File: src/rtl/core/spq_pkg.sv
`timescale 1ns / 1ps

package spq_pkg;

  localparam int unsigned DEPTH         = 16;
  localparam int unsigned PAYLOAD_BITS  = 16;
  localparam int unsigned PRIORITY_BITS = 3;
  localparam int unsigned IDX_W         = (DEPTH > 1) ? $clog2(DEPTH) : 1;
  localparam int unsigned CNT_W         = $clog2(DEPTH + 1);

  typedef enum logic [1:0] {
    ST_OK    = 2'd0,
    ST_EMPTY = 2'd1,
    ST_FULL  = 2'd2
  } status_e;

  typedef enum logic {
    ACT_INSERT = 1'b0,
    ACT_REMOVE = 1'b1
  } action_e;

  typedef enum logic [2:0] {
    S_IDLE,
    S_START,
    S_SHIFT,
    S_PUT,
    S_TAKE,
    S_HEAD,
    S_DONE
  } ctrl_state_e;

  typedef struct packed {
    logic                     action;
    logic [PRIORITY_BITS-1:0] priority_req;
    logic [PAYLOAD_BITS-1:0]  payload;
  } spq_in_t;

  typedef struct packed {
    status_e                  status;
    logic [PAYLOAD_BITS-1:0]  removed_payload;
    logic                     head_valid;
    logic [PRIORITY_BITS-1:0] head_priority;
    logic [PAYLOAD_BITS-1:0]  head_payload;
    logic [CNT_W-1:0]         occupancy;
  } spq_out_t;

  typedef struct packed {
    logic [PRIORITY_BITS-1:0] prio;
    logic [PAYLOAD_BITS-1:0]  pay;
  } entry_t;

  typedef struct packed {
    logic    latch_req;
    logic    idx_load;
    logic    idx_dec;
    logic    rd_en;
    logic    rd_head;
    logic    wr_shift;
    logic    wr_new;
    logic    cnt_inc;
    logic    pop;
    logic    st_en;
    status_e st_val;
    logic    out_load;
  } spq_cmd_t;

  typedef struct packed {
    logic is_remove;
    logic is_full;
    logic is_empty;
    logic shift_more;
    logic idx_is_one;
    logic out_free;
  } spq_sts_t;

  function automatic logic [IDX_W-1:0] phys_addr(logic [IDX_W-1:0] head,
                                                 logic [IDX_W-1:0] idx);
    logic [IDX_W:0] sum;
    sum = {1'b0, head} + {1'b0, idx};
    if (sum >= (IDX_W+1)'(DEPTH)) begin
      sum = sum - (IDX_W+1)'(DEPTH);
    end
    return sum[IDX_W-1:0];
  endfunction

endpackage

File: src/rtl/core/spq_ctrl.sv
`timescale 1ns / 1ps

module spq_ctrl import spq_pkg::*; (
  input  logic     clk_i,
  input  logic     rst_ni,
  input  logic     in_valid_i,
  output logic     in_ready_o,
  input  spq_sts_t sts_i,
  output spq_cmd_t cmd_o
);

  ctrl_state_e state_q, state_d;

  always_ff @(posedge clk_i or negedge rst_ni) begin
    if (!rst_ni) begin
      state_q <= S_IDLE;
    end else begin
      state_q <= state_d;
    end
  end

  always_comb begin
    state_d = state_q;
    case (state_q)
      S_IDLE: begin
        if (in_valid_i) begin
          state_d = S_START;
        end
      end
      S_START: begin
        if (sts_i.is_remove) begin
          state_d = sts_i.is_empty ? S_HEAD : S_TAKE;
        end else if (sts_i.is_full) begin
          state_d = S_HEAD;
        end else begin
          state_d = sts_i.is_empty ? S_PUT : S_SHIFT;
        end
      end
      S_SHIFT: begin
        if (!sts_i.shift_more || sts_i.idx_is_one) begin
          state_d = S_PUT;
        end
      end
      S_PUT:  state_d = S_HEAD;
      S_TAKE: state_d = S_HEAD;
      S_HEAD: state_d = S_DONE;
      S_DONE: begin
        if (sts_i.out_free) begin
          state_d = S_IDLE;
        end
      end
      default: state_d = S_IDLE;
    endcase
  end

  always_comb begin
    cmd_o      = '0;
    cmd_o.st_val = ST_OK;
    in_ready_o = 1'b0;
    case (state_q)
      S_IDLE: begin
        in_ready_o      = 1'b1;
        cmd_o.latch_req = in_valid_i;
      end
      S_START: begin
        if (sts_i.is_remove) begin
          if (sts_i.is_empty) begin
            cmd_o.st_en  = 1'b1;
            cmd_o.st_val = ST_EMPTY;
          end else begin
            cmd_o.rd_en   = 1'b1;
            cmd_o.rd_head = 1'b1;
          end
        end else if (sts_i.is_full) begin
          cmd_o.st_en  = 1'b1;
          cmd_o.st_val = ST_FULL;
        end else begin
          cmd_o.idx_load = 1'b1;
          cmd_o.rd_en    = !sts_i.is_empty;
        end
      end
      S_SHIFT: begin
        if (sts_i.shift_more) begin
          cmd_o.wr_shift = 1'b1;
          cmd_o.idx_dec  = 1'b1;
          cmd_o.rd_en    = !sts_i.idx_is_one;
        end
      end
      S_PUT: begin
        cmd_o.wr_new  = 1'b1;
        cmd_o.cnt_inc = 1'b1;
      end
      S_TAKE: begin
        cmd_o.pop = 1'b1;
      end
      S_HEAD: begin
        cmd_o.rd_en   = 1'b1;
        cmd_o.rd_head = 1'b1;
      end
      S_DONE: begin
        cmd_o.out_load = sts_i.out_free;
      end
      default: begin
        in_ready_o = 1'b0;
      end
    endcase
  end

endmodule

File: src/rtl/core/spq_datapath.sv
`timescale 1ns / 1ps

module spq_datapath import spq_pkg::*; (
  input  logic     clk_i,
  input  logic     rst_ni,
  input  spq_in_t  in_data_i,
  input  spq_cmd_t cmd_i,
  output spq_sts_t sts_o,
  output logic     out_valid_o,
  input  logic     out_ready_i,
  output spq_out_t out_data_o
);

  entry_t                  mem [DEPTH];
  entry_t                  rdata_q;
  spq_in_t                 req_q;
  logic [IDX_W-1:0]        idx_q, idx_d;
  logic [IDX_W-1:0]        head_q;
  logic [CNT_W-1:0]        count_q;
  status_e                 status_q;
  logic [PAYLOAD_BITS-1:0] removed_q;
  logic                    out_valid_q;
  spq_out_t                out_q;
  logic [IDX_W-1:0]        rd_idx;
  logic                    has_entry;

  always_comb begin
    idx_d = idx_q;
    if (cmd_i.idx_load) begin
      idx_d = count_q[IDX_W-1:0];
    end else if (cmd_i.idx_dec) begin
      idx_d = idx_q - 1'b1;
    end
  end

  assign rd_idx = cmd_i.rd_head ? '0 : idx_d - 1'b1;

  always_ff @(posedge clk_i) begin
    if (cmd_i.latch_req) begin
      req_q <= in_data_i;
    end
    idx_q <= idx_d;
    if (cmd_i.wr_shift) begin
      mem[phys_addr(head_q, idx_q)] <= rdata_q;
    end else if (cmd_i.wr_new) begin
      mem[phys_addr(head_q, idx_q)] <= '{prio: req_q.priority_req, pay: req_q.payload};
    end
    if (cmd_i.rd_en) begin
      rdata_q <= mem[phys_addr(head_q, rd_idx)];
    end
    if (cmd_i.latch_req) begin
      status_q  <= ST_OK;
      removed_q <= '0;
    end else begin
      if (cmd_i.st_en) begin
        status_q <= cmd_i.st_val;
      end
      if (cmd_i.pop) begin
        removed_q <= rdata_q.pay;
      end
    end
    if (cmd_i.out_load) begin
      out_q.status          <= status_q;
      out_q.removed_payload <= removed_q;
      out_q.head_valid      <= has_entry;
      out_q.head_priority   <= has_entry ? rdata_q.prio : '0;
      out_q.head_payload    <= has_entry ? rdata_q.pay : '0;
      out_q.occupancy       <= count_q;
    end
  end

  always_ff @(posedge clk_i or negedge rst_ni) begin
    if (!rst_ni) begin
      head_q      <= '0;
      count_q     <= '0;
      out_valid_q <= 1'b0;
    end else begin
      if (cmd_i.cnt_inc) begin
        count_q <= count_q + 1'b1;
      end else if (cmd_i.pop) begin
        count_q <= count_q - 1'b1;
      end
      if (cmd_i.pop) begin
        head_q <= (head_q == IDX_W'(DEPTH - 1)) ? '0 : head_q + 1'b1;
      end
      if (cmd_i.out_load) begin
        out_valid_q <= 1'b1;
      end else if (out_ready_i) begin
        out_valid_q <= 1'b0;
      end
    end
  end

  assign has_entry = (count_q != '0);

  assign sts_o.is_remove  = (req_q.action == ACT_REMOVE);
  assign sts_o.is_full    = (count_q == CNT_W'(DEPTH));
  assign sts_o.is_empty   = !has_entry;
  assign sts_o.shift_more = (rdata_q.prio < req_q.priority_req);
  assign sts_o.idx_is_one = (idx_q == IDX_W'(1));
  assign sts_o.out_free   = !out_valid_q || out_ready_i;

  assign out_valid_o = out_valid_q;
  assign out_data_o  = out_q;

endmodule

File: src/rtl/core/sorted_priority_queue.sv
`timescale 1ns / 1ps

// Bounded priority queue of DEPTH entries kept in service order in a ring
// memory; larger priority leaves first, equal priorities leave in arrival
// order. Each transaction is an insert or a remove and returns one result
// with status, removed payload, the new head and the occupancy. One
// transaction is processed at a time. An insert into a nonempty queue
// scans the stored entries from the back: each entry of lower priority
// moves back one slot, and the first entry of equal or higher priority
// ends the scan. The scan is paced by the single read and write port of
// the entry memory. The next transaction is accepted in the cycle after
// the result is loaded. A finished result waits in an output register
// while the next transaction is accepted.
module sorted_priority_queue import spq_pkg::*; (
  input  logic     clk_i,
  input  logic     rst_ni,
  input  logic     in_valid_i,
  output logic     in_ready_o,
  input  spq_in_t  in_data_i,
  output logic     out_valid_o,
  input  logic     out_ready_i,
  output spq_out_t out_data_o
);

  spq_cmd_t cmd;
  spq_sts_t sts;

  spq_ctrl u_ctrl (
    .clk_i      (clk_i),
    .rst_ni     (rst_ni),
    .in_valid_i (in_valid_i),
    .in_ready_o (in_ready_o),
    .sts_i      (sts),
    .cmd_o      (cmd)
  );

  spq_datapath u_datapath (
    .clk_i       (clk_i),
    .rst_ni      (rst_ni),
    .in_data_i   (in_data_i),
    .cmd_i       (cmd),
    .sts_o       (sts),
    .out_valid_o (out_valid_o),
    .out_ready_i (out_ready_i),
    .out_data_o  (out_data_o)
  );

endmodule
File: config.mk
export PLATFORM = sky130hd
export DESIGN_NAME = sorted_priority_queue
export DESIGN_NICKNAME = d
export VERILOG_FILES = /design/src/rtl/core/spq_pkg.sv /design/src/rtl/core/spq_ctrl.sv /design/src/rtl/core/spq_datapath.sv /design/src/rtl/core/sorted_priority_queue.sv
export SDC_FILE = /design/constraint.sdc
export NUM_CORES = 1
export LEC_CHECK = 0
export CAP_MARGIN = 20
export CORE_AREA = 2 2 207 209
export DETAILED_ROUTE_END_ITERATION = 8
export DIE_AREA = 0 0 209 211
export DONT_BUFFER_PORTS = 1
export PLACE_DENSITY_LB_ADDON = 0.08
export SLEW_MARGIN = 0
export SYNTH_ARGS = -nofsm -noshare
export SYNTH_HDL_FRONTEND = slang
export SYNTH_HIERARCHICAL = 1
export SYNTH_SLANG_ARGS = --single-unit
export TNS_END_PERCENT = 30
File: constraint.sdc
create_clock -name clk_i -period 5.5 [get_ports clk_i]
set_clock_uncertainty 0.05 [all_clocks]
set_input_delay 1.1 -clock clk_i [delete_from_list [all_inputs] [get_ports clk_i]]
set_output_delay 1.1 -clock clk_i [all_outputs]
set_load 0.005 [all_outputs]
# Word level (Yosys, flattened, before mapping)
# Memory sizes are Yosys's and may differ from the RTL's. A register that Yosys moved wholly into a read port is not among the register bits.
# Cells that the tools add are included.
[totals] output_inout_bits=45 mem_count=1 mem_bits_rw=304 mem_bits_ro=0 latch_bits=0 inputBits=24 register_bits=98 wordCells=100
[memory_table] name="u_datapath.mem" depth=16 width=19 read_ports=1 rd_ports_with_merged_regs=1 wr=1 line="spq_datapath.sv:14" source="entry_t mem [DEPTH];"
[classes] n_eq_ne=12 order_cmp=3 bitwise=1 reduce_logical=11 n_div=0 n_mux=47 multipliers=0 addsub=9 n_shift=0
[ops] operator="4-bit two-way mux" count=7
[ops] operator="3-bit two-way mux" count=9
[ops] operator="1-bit two-way mux" count=22
[ops] operator="19-bit two-way mux" count=1
[ops] operator="3-bit one-hot mux with 6 select lines" count=1
[ops] operator="4-bit by 1-bit subtractor with 4-bit output (second input constant)" count=4
[ops] operator="4-bit by 4-bit adder with 5-bit output" count=2
[ops] operator="5-bit greater-or-equal comparator (second input constant)" count=2
[ops] operator="5-bit two-way mux" count=2
[ops] operator="3-bit equality test (second input constant)" count=3
[ops] operator="3-bit by 2-bit equality test with 1-bit output (second input constant)" count=2
[ops] operator="2-bit two-way mux" count=3
[ops] operator="5-bit by 1-bit adder with 5-bit output (second input constant)" count=1
[ops] operator="5-bit equality test (second input constant)" count=1
[ops] operator="5-bit nonzero test" count=1
[ops] operator="5-bit by 1-bit subtractor with 5-bit output (second input constant)" count=1
[ops] operator="4-bit by 1-bit adder with 4-bit output (second input constant)" count=1
[ops] operator="4-bit by 1-bit equality test with 1-bit output (second input constant)" count=1
[ops] operator="4-bit equality test (second input constant)" count=1
[ops] operator="2-bit by 1-bit inequality test with 1-bit output (second input constant)" count=2
[ops] operator="2-bit nonzero test" count=2
[ops] operator="3-bit by 1-bit equality test with 1-bit output (second input constant)" count=1
[ops] operator="1-bit logical NOT" count=3
[ops] operator="3-bit logical NOT" count=1
[ops] operator="other kinds (8)" count=9

# Logic depth before layout (Yosys ltp)
[depth] depth_word=12 mapped_depth=18 depth_no_buf=16

# Cells and area by module
# The synthesis kept the hierarchy.
[by_module_without_submodules] mod="spq_datapath" n_inst=1 cells_per_inst=786 area_per_inst_um2=16275.6
[by_module_without_submodules] mod="spq_ctrl" n_inst=1 cells_per_inst=42 area_per_inst_um2=294.0

# Least setup slack after synthesis
# OpenSTA, ideal clock, no wires.
[synth_path] path_kind="register -> register" start="register u_datapath/rdata_q[17] (netlist name)" end="register u_datapath/rdata_q[0] (netlist name)" slack_ns=1.303 stages_incl_launch_ff=17 arrival_ns=3.875 setup_time_ns=0.272 required_ns=5.178 synth_period_minus_slack_ns=4.197 path_cell_list="edfxtp_1 ha_1 a21o_1 a21oi_1 nand2_1 nor3_1 buf_4 nor2b_1 o31ai_4 ha_1 nor2_1 fa_1 buf_1 buf_1 mux4_2 mux2i_1 mux2i_1"

==> impl_metrics.json <==
{
  "ys_top_cells_by_count": "edfxtp_1, mux4_2, mux2i_1",
  "synth_edf_count": 386,
  "num_rows": 75,
  "avgSynthCellArea_um2": 20.0,
  "yosysMostFrequentCell": "edfxtp_1",
  "cts_made_buffers": 44,
  "crit_fanout": 46,
  "cp_num_buf_inv": 2,
  "dieArea_mm2": 0.0441,
  "whs_ps": 174,
  "tritoncts": "yes",
  "crit_arrival_ps": 4890,
  "hold_path_class": "input pin to asynchronous set/reset pin",
  "cts_resized": 0,
  "grt_pass1_vias": 8117,
  "fin_crit_sh_pct": 85.2,
  "hpwl_um": 20800,
  "maxCapViolCount": 0,
  "ys_types": 55,
  "coreArea_mm2": 0.0418,
  "synthTopCellsByArea": "edfxtp_1, mux4_2, mux2i_1",
  "worst_pin_slew_ps": 964,
  "relSlewSlack_pct": 35.6,
  "post-cts-setup-buffers": 0,
  "nFillCells": 3445,
  "syn_inst": 828,
  "first_iter_violations": 480,
  "vias": 7546,
  "critPathKind": "register to register",
  "die_x_um": 209,
  "syn_area_mm2": 0.0166,
  "fin_crit_ps": 4690,
  "clock_latency_ps": 580,
  "grt_pass1_wl_um": 53200,
  "synth_seq_cells": 421,
  "die_h_um": 211,
  "setup_viol": 0,
  "area_growth_pct": 14.2,
  "clockRootBuffer": "clkbuf_16",
  "crit_path_start_kind": "register",
  "numClockSinks": 421,
  "antenna_cells": 0,
  "path_delay_family": "adder cells",
  "ys_seq_area_share_pct": 74.6,
  "status": "finished clean",
  "maxSlewViolCount": 0,
  "yosysTopAreaCell": "edfxtp_1",
  "final-hold-violation-count": 0,
  "clock_path_buffers": 3,
  "path_cells": "ha_1 -> a21o_1 -> a21oi_1 -> nand2_1 -> nor3_1 -> buf_4 -> nor2b_1 -> o31ai_4 -> ha_1 -> nor2_1 -> fa_4 -> buf_12 -> mux4_2 -> mux2i_1 -> mux2i_1",
  "syn_nets": 870,
  "gr-usage-all-layers_pct": 16.8,
  "ioPinCount": 69,
  "wirelength_um": 35900,
  "critPathSlowestCell": "fa_4",
  "grt_max_degree": 47,
  "drc_errors": 0,
  "holdBufCountCts": 0,
  "drt_pass1_iterations": 4,
  "antenna_left": 0,
  "crit_required_ps": 5710,
  "path_clk_slew_ps": 60,
  "post_drt_wl_per_cell_um": 25.3,
  "start_util_pct": 39.7,
  "yosysTopAreaCellShare_pct": 70.0,
  "critPathMaxStageDelay_ps": 1070,
  "nNetsFinal": 890,
  "rsz0062_at_grt": "false",
  "detail_route.vias_per_cell": 5.31,
  "async_reset_ff_share_pct": 3.09,
  "h-tree-depth": 2,
  "port_buffers": 0,
  "antenna_found_initial": 0,
  "yosysWarnings": 6,
  "overflow": 0,
  "end_kind": "register",
  "ys.flop_type": "edfxtp_1",
  "drive_gt1_share_pct": 22.7,
  "clock.fmax_ghz": 0.213,
  "setup_tns_ps": 0,
  "gp_congestion": 0.730
}
## layer usage
metal  vias up  wire [um]  GRT usage [%]
met5         -          0              0
met4         0        759           4.58
met3        54       2250           3.84
met2       218      18300           29.5
met1      3945      14500           21.1
li1       3329          -              -
## final timing paths
| kind | end | depth (start not counted) | slack [ps] | start |
|---|---|---|---|---|
| min reg2reg | u_datapath/out_data_o[42]$_DFFE_PP_ | 0 | 390 | u_datapath/status_q[1]$_SDFFE_PP0P_ |
| min | u_datapath/count_q[1]$_DFFE_PN0P_ | 0 | 170 | rst_ni |
| min in group clk_i | u_datapath/out_data_o[42]$_DFFE_PP_ | 0 | 390 | u_datapath/status_q[1]$_SDFFE_PP0P_ |
| max in group asynchronous | u_datapath/head_q[0]$_DFFE_PN0P_ | 0 | 5150 | rst_ni |
| max | u_datapath/rdata_q[16]$_DFFE_PP_ | 15 | 810 | u_datapath/rdata_q[17]$_DFFE_PP_ |
| max reg2reg | u_datapath/rdata_q[16]$_DFFE_PP_ | 15 | 810 | u_datapath/rdata_q[17]$_DFFE_PP_ |
## sequential cells by signal (all words and copies together), names as in the netlist
| register | flops |
|---|---|
| u_ctrl/state_q | 3 |
| u_datapath/count_q | 5 |
| u_datapath/head_q | 4 |
| u_datapath/idx_q | 4 |
| u_datapath/mem | 304 |
| u_datapath/out_data_o | 43 |
| u_datapath/out_valid_o | 1 |
| u_datapath/rdata_q | 19 |
| u_datapath/removed_q | 16 |
| u_datapath/req_q | 19 |
| u_datapath/status_q | 2 |
| u_datapath/sts_o | 1 |
## per-stage QoR
step,std cells,area (um2),setup WS [ps],utilization (%)
3_3_place_gp,1341,17400,772,41.6
4_1_cts,1421,18900,727,45.3
6_report,1421,18900,815,45.3
3_5_place_dp,1341,17400,752,41.6
5_1_grt,1421,18900,454,45.3
2_1_floorplan,828,16600,1300,-
## final cells by class
cell class              count  area, um2  area share, %
clock inverters            21        294           1.55
repair buffers             12        128          0.675
inverters                  10       37.5          0.198
clock buffers              59       1250           6.61
multi-input cells         359       4180           22.1
well taps                 539        674           3.56
flip-flops and latches    421      12400           65.3
## layout by cell type, fill, tap and decap left out, types with 2 or more instances in the layout
master,count
clkbuf_8,5
clkinv_1,3
inv_1,6
clkbuf_16,46
nor3_1,3
nand2_1,17
a21oi_1,10
dfrtp_1,13
buf_4,9
buf_12,3
edfxtp_1,386
xor2_1,3
a21o_1,5
o21a_1,2
nor2b_2,2
o21ai_0,3
nor2b_1,23
clkinv_2,8
and2_1,2
nor2_1,32
mux2i_1,75
mux4_2,76
ha_1,14
nor2_4,16
dfxtp_1,22
mux2_1,20
inv_2,4
xnor2_1,9
clkbuf_1,8
o21ai_1,3
bufinv_16,7
nor4_1,2
mux2_2,2
nand2b_1,6
nor4bb_1,2
fa_1,2
## cells by family (layout without fill, tap and decap cells)
logic type               after synthesis  in the layout  share of synthesized area, %
AO/OA/AOI/OAI                         32             32                          1.36
flip-flops                           421            421                          74.6
multiplexers                         175            175                          16.6
adder cells (fa/ha/maj)               18             18                          1.50
XOR/XNOR                              15             15                         0.951
buffers and inverters                 48            102                          1.33
AND/OR/NAND/NOR                      119            119                          3.71
Power is left out: the tool's default activity adds up to more than one toggle a clock period on the data nets, which glitch-free logic cannot reach.
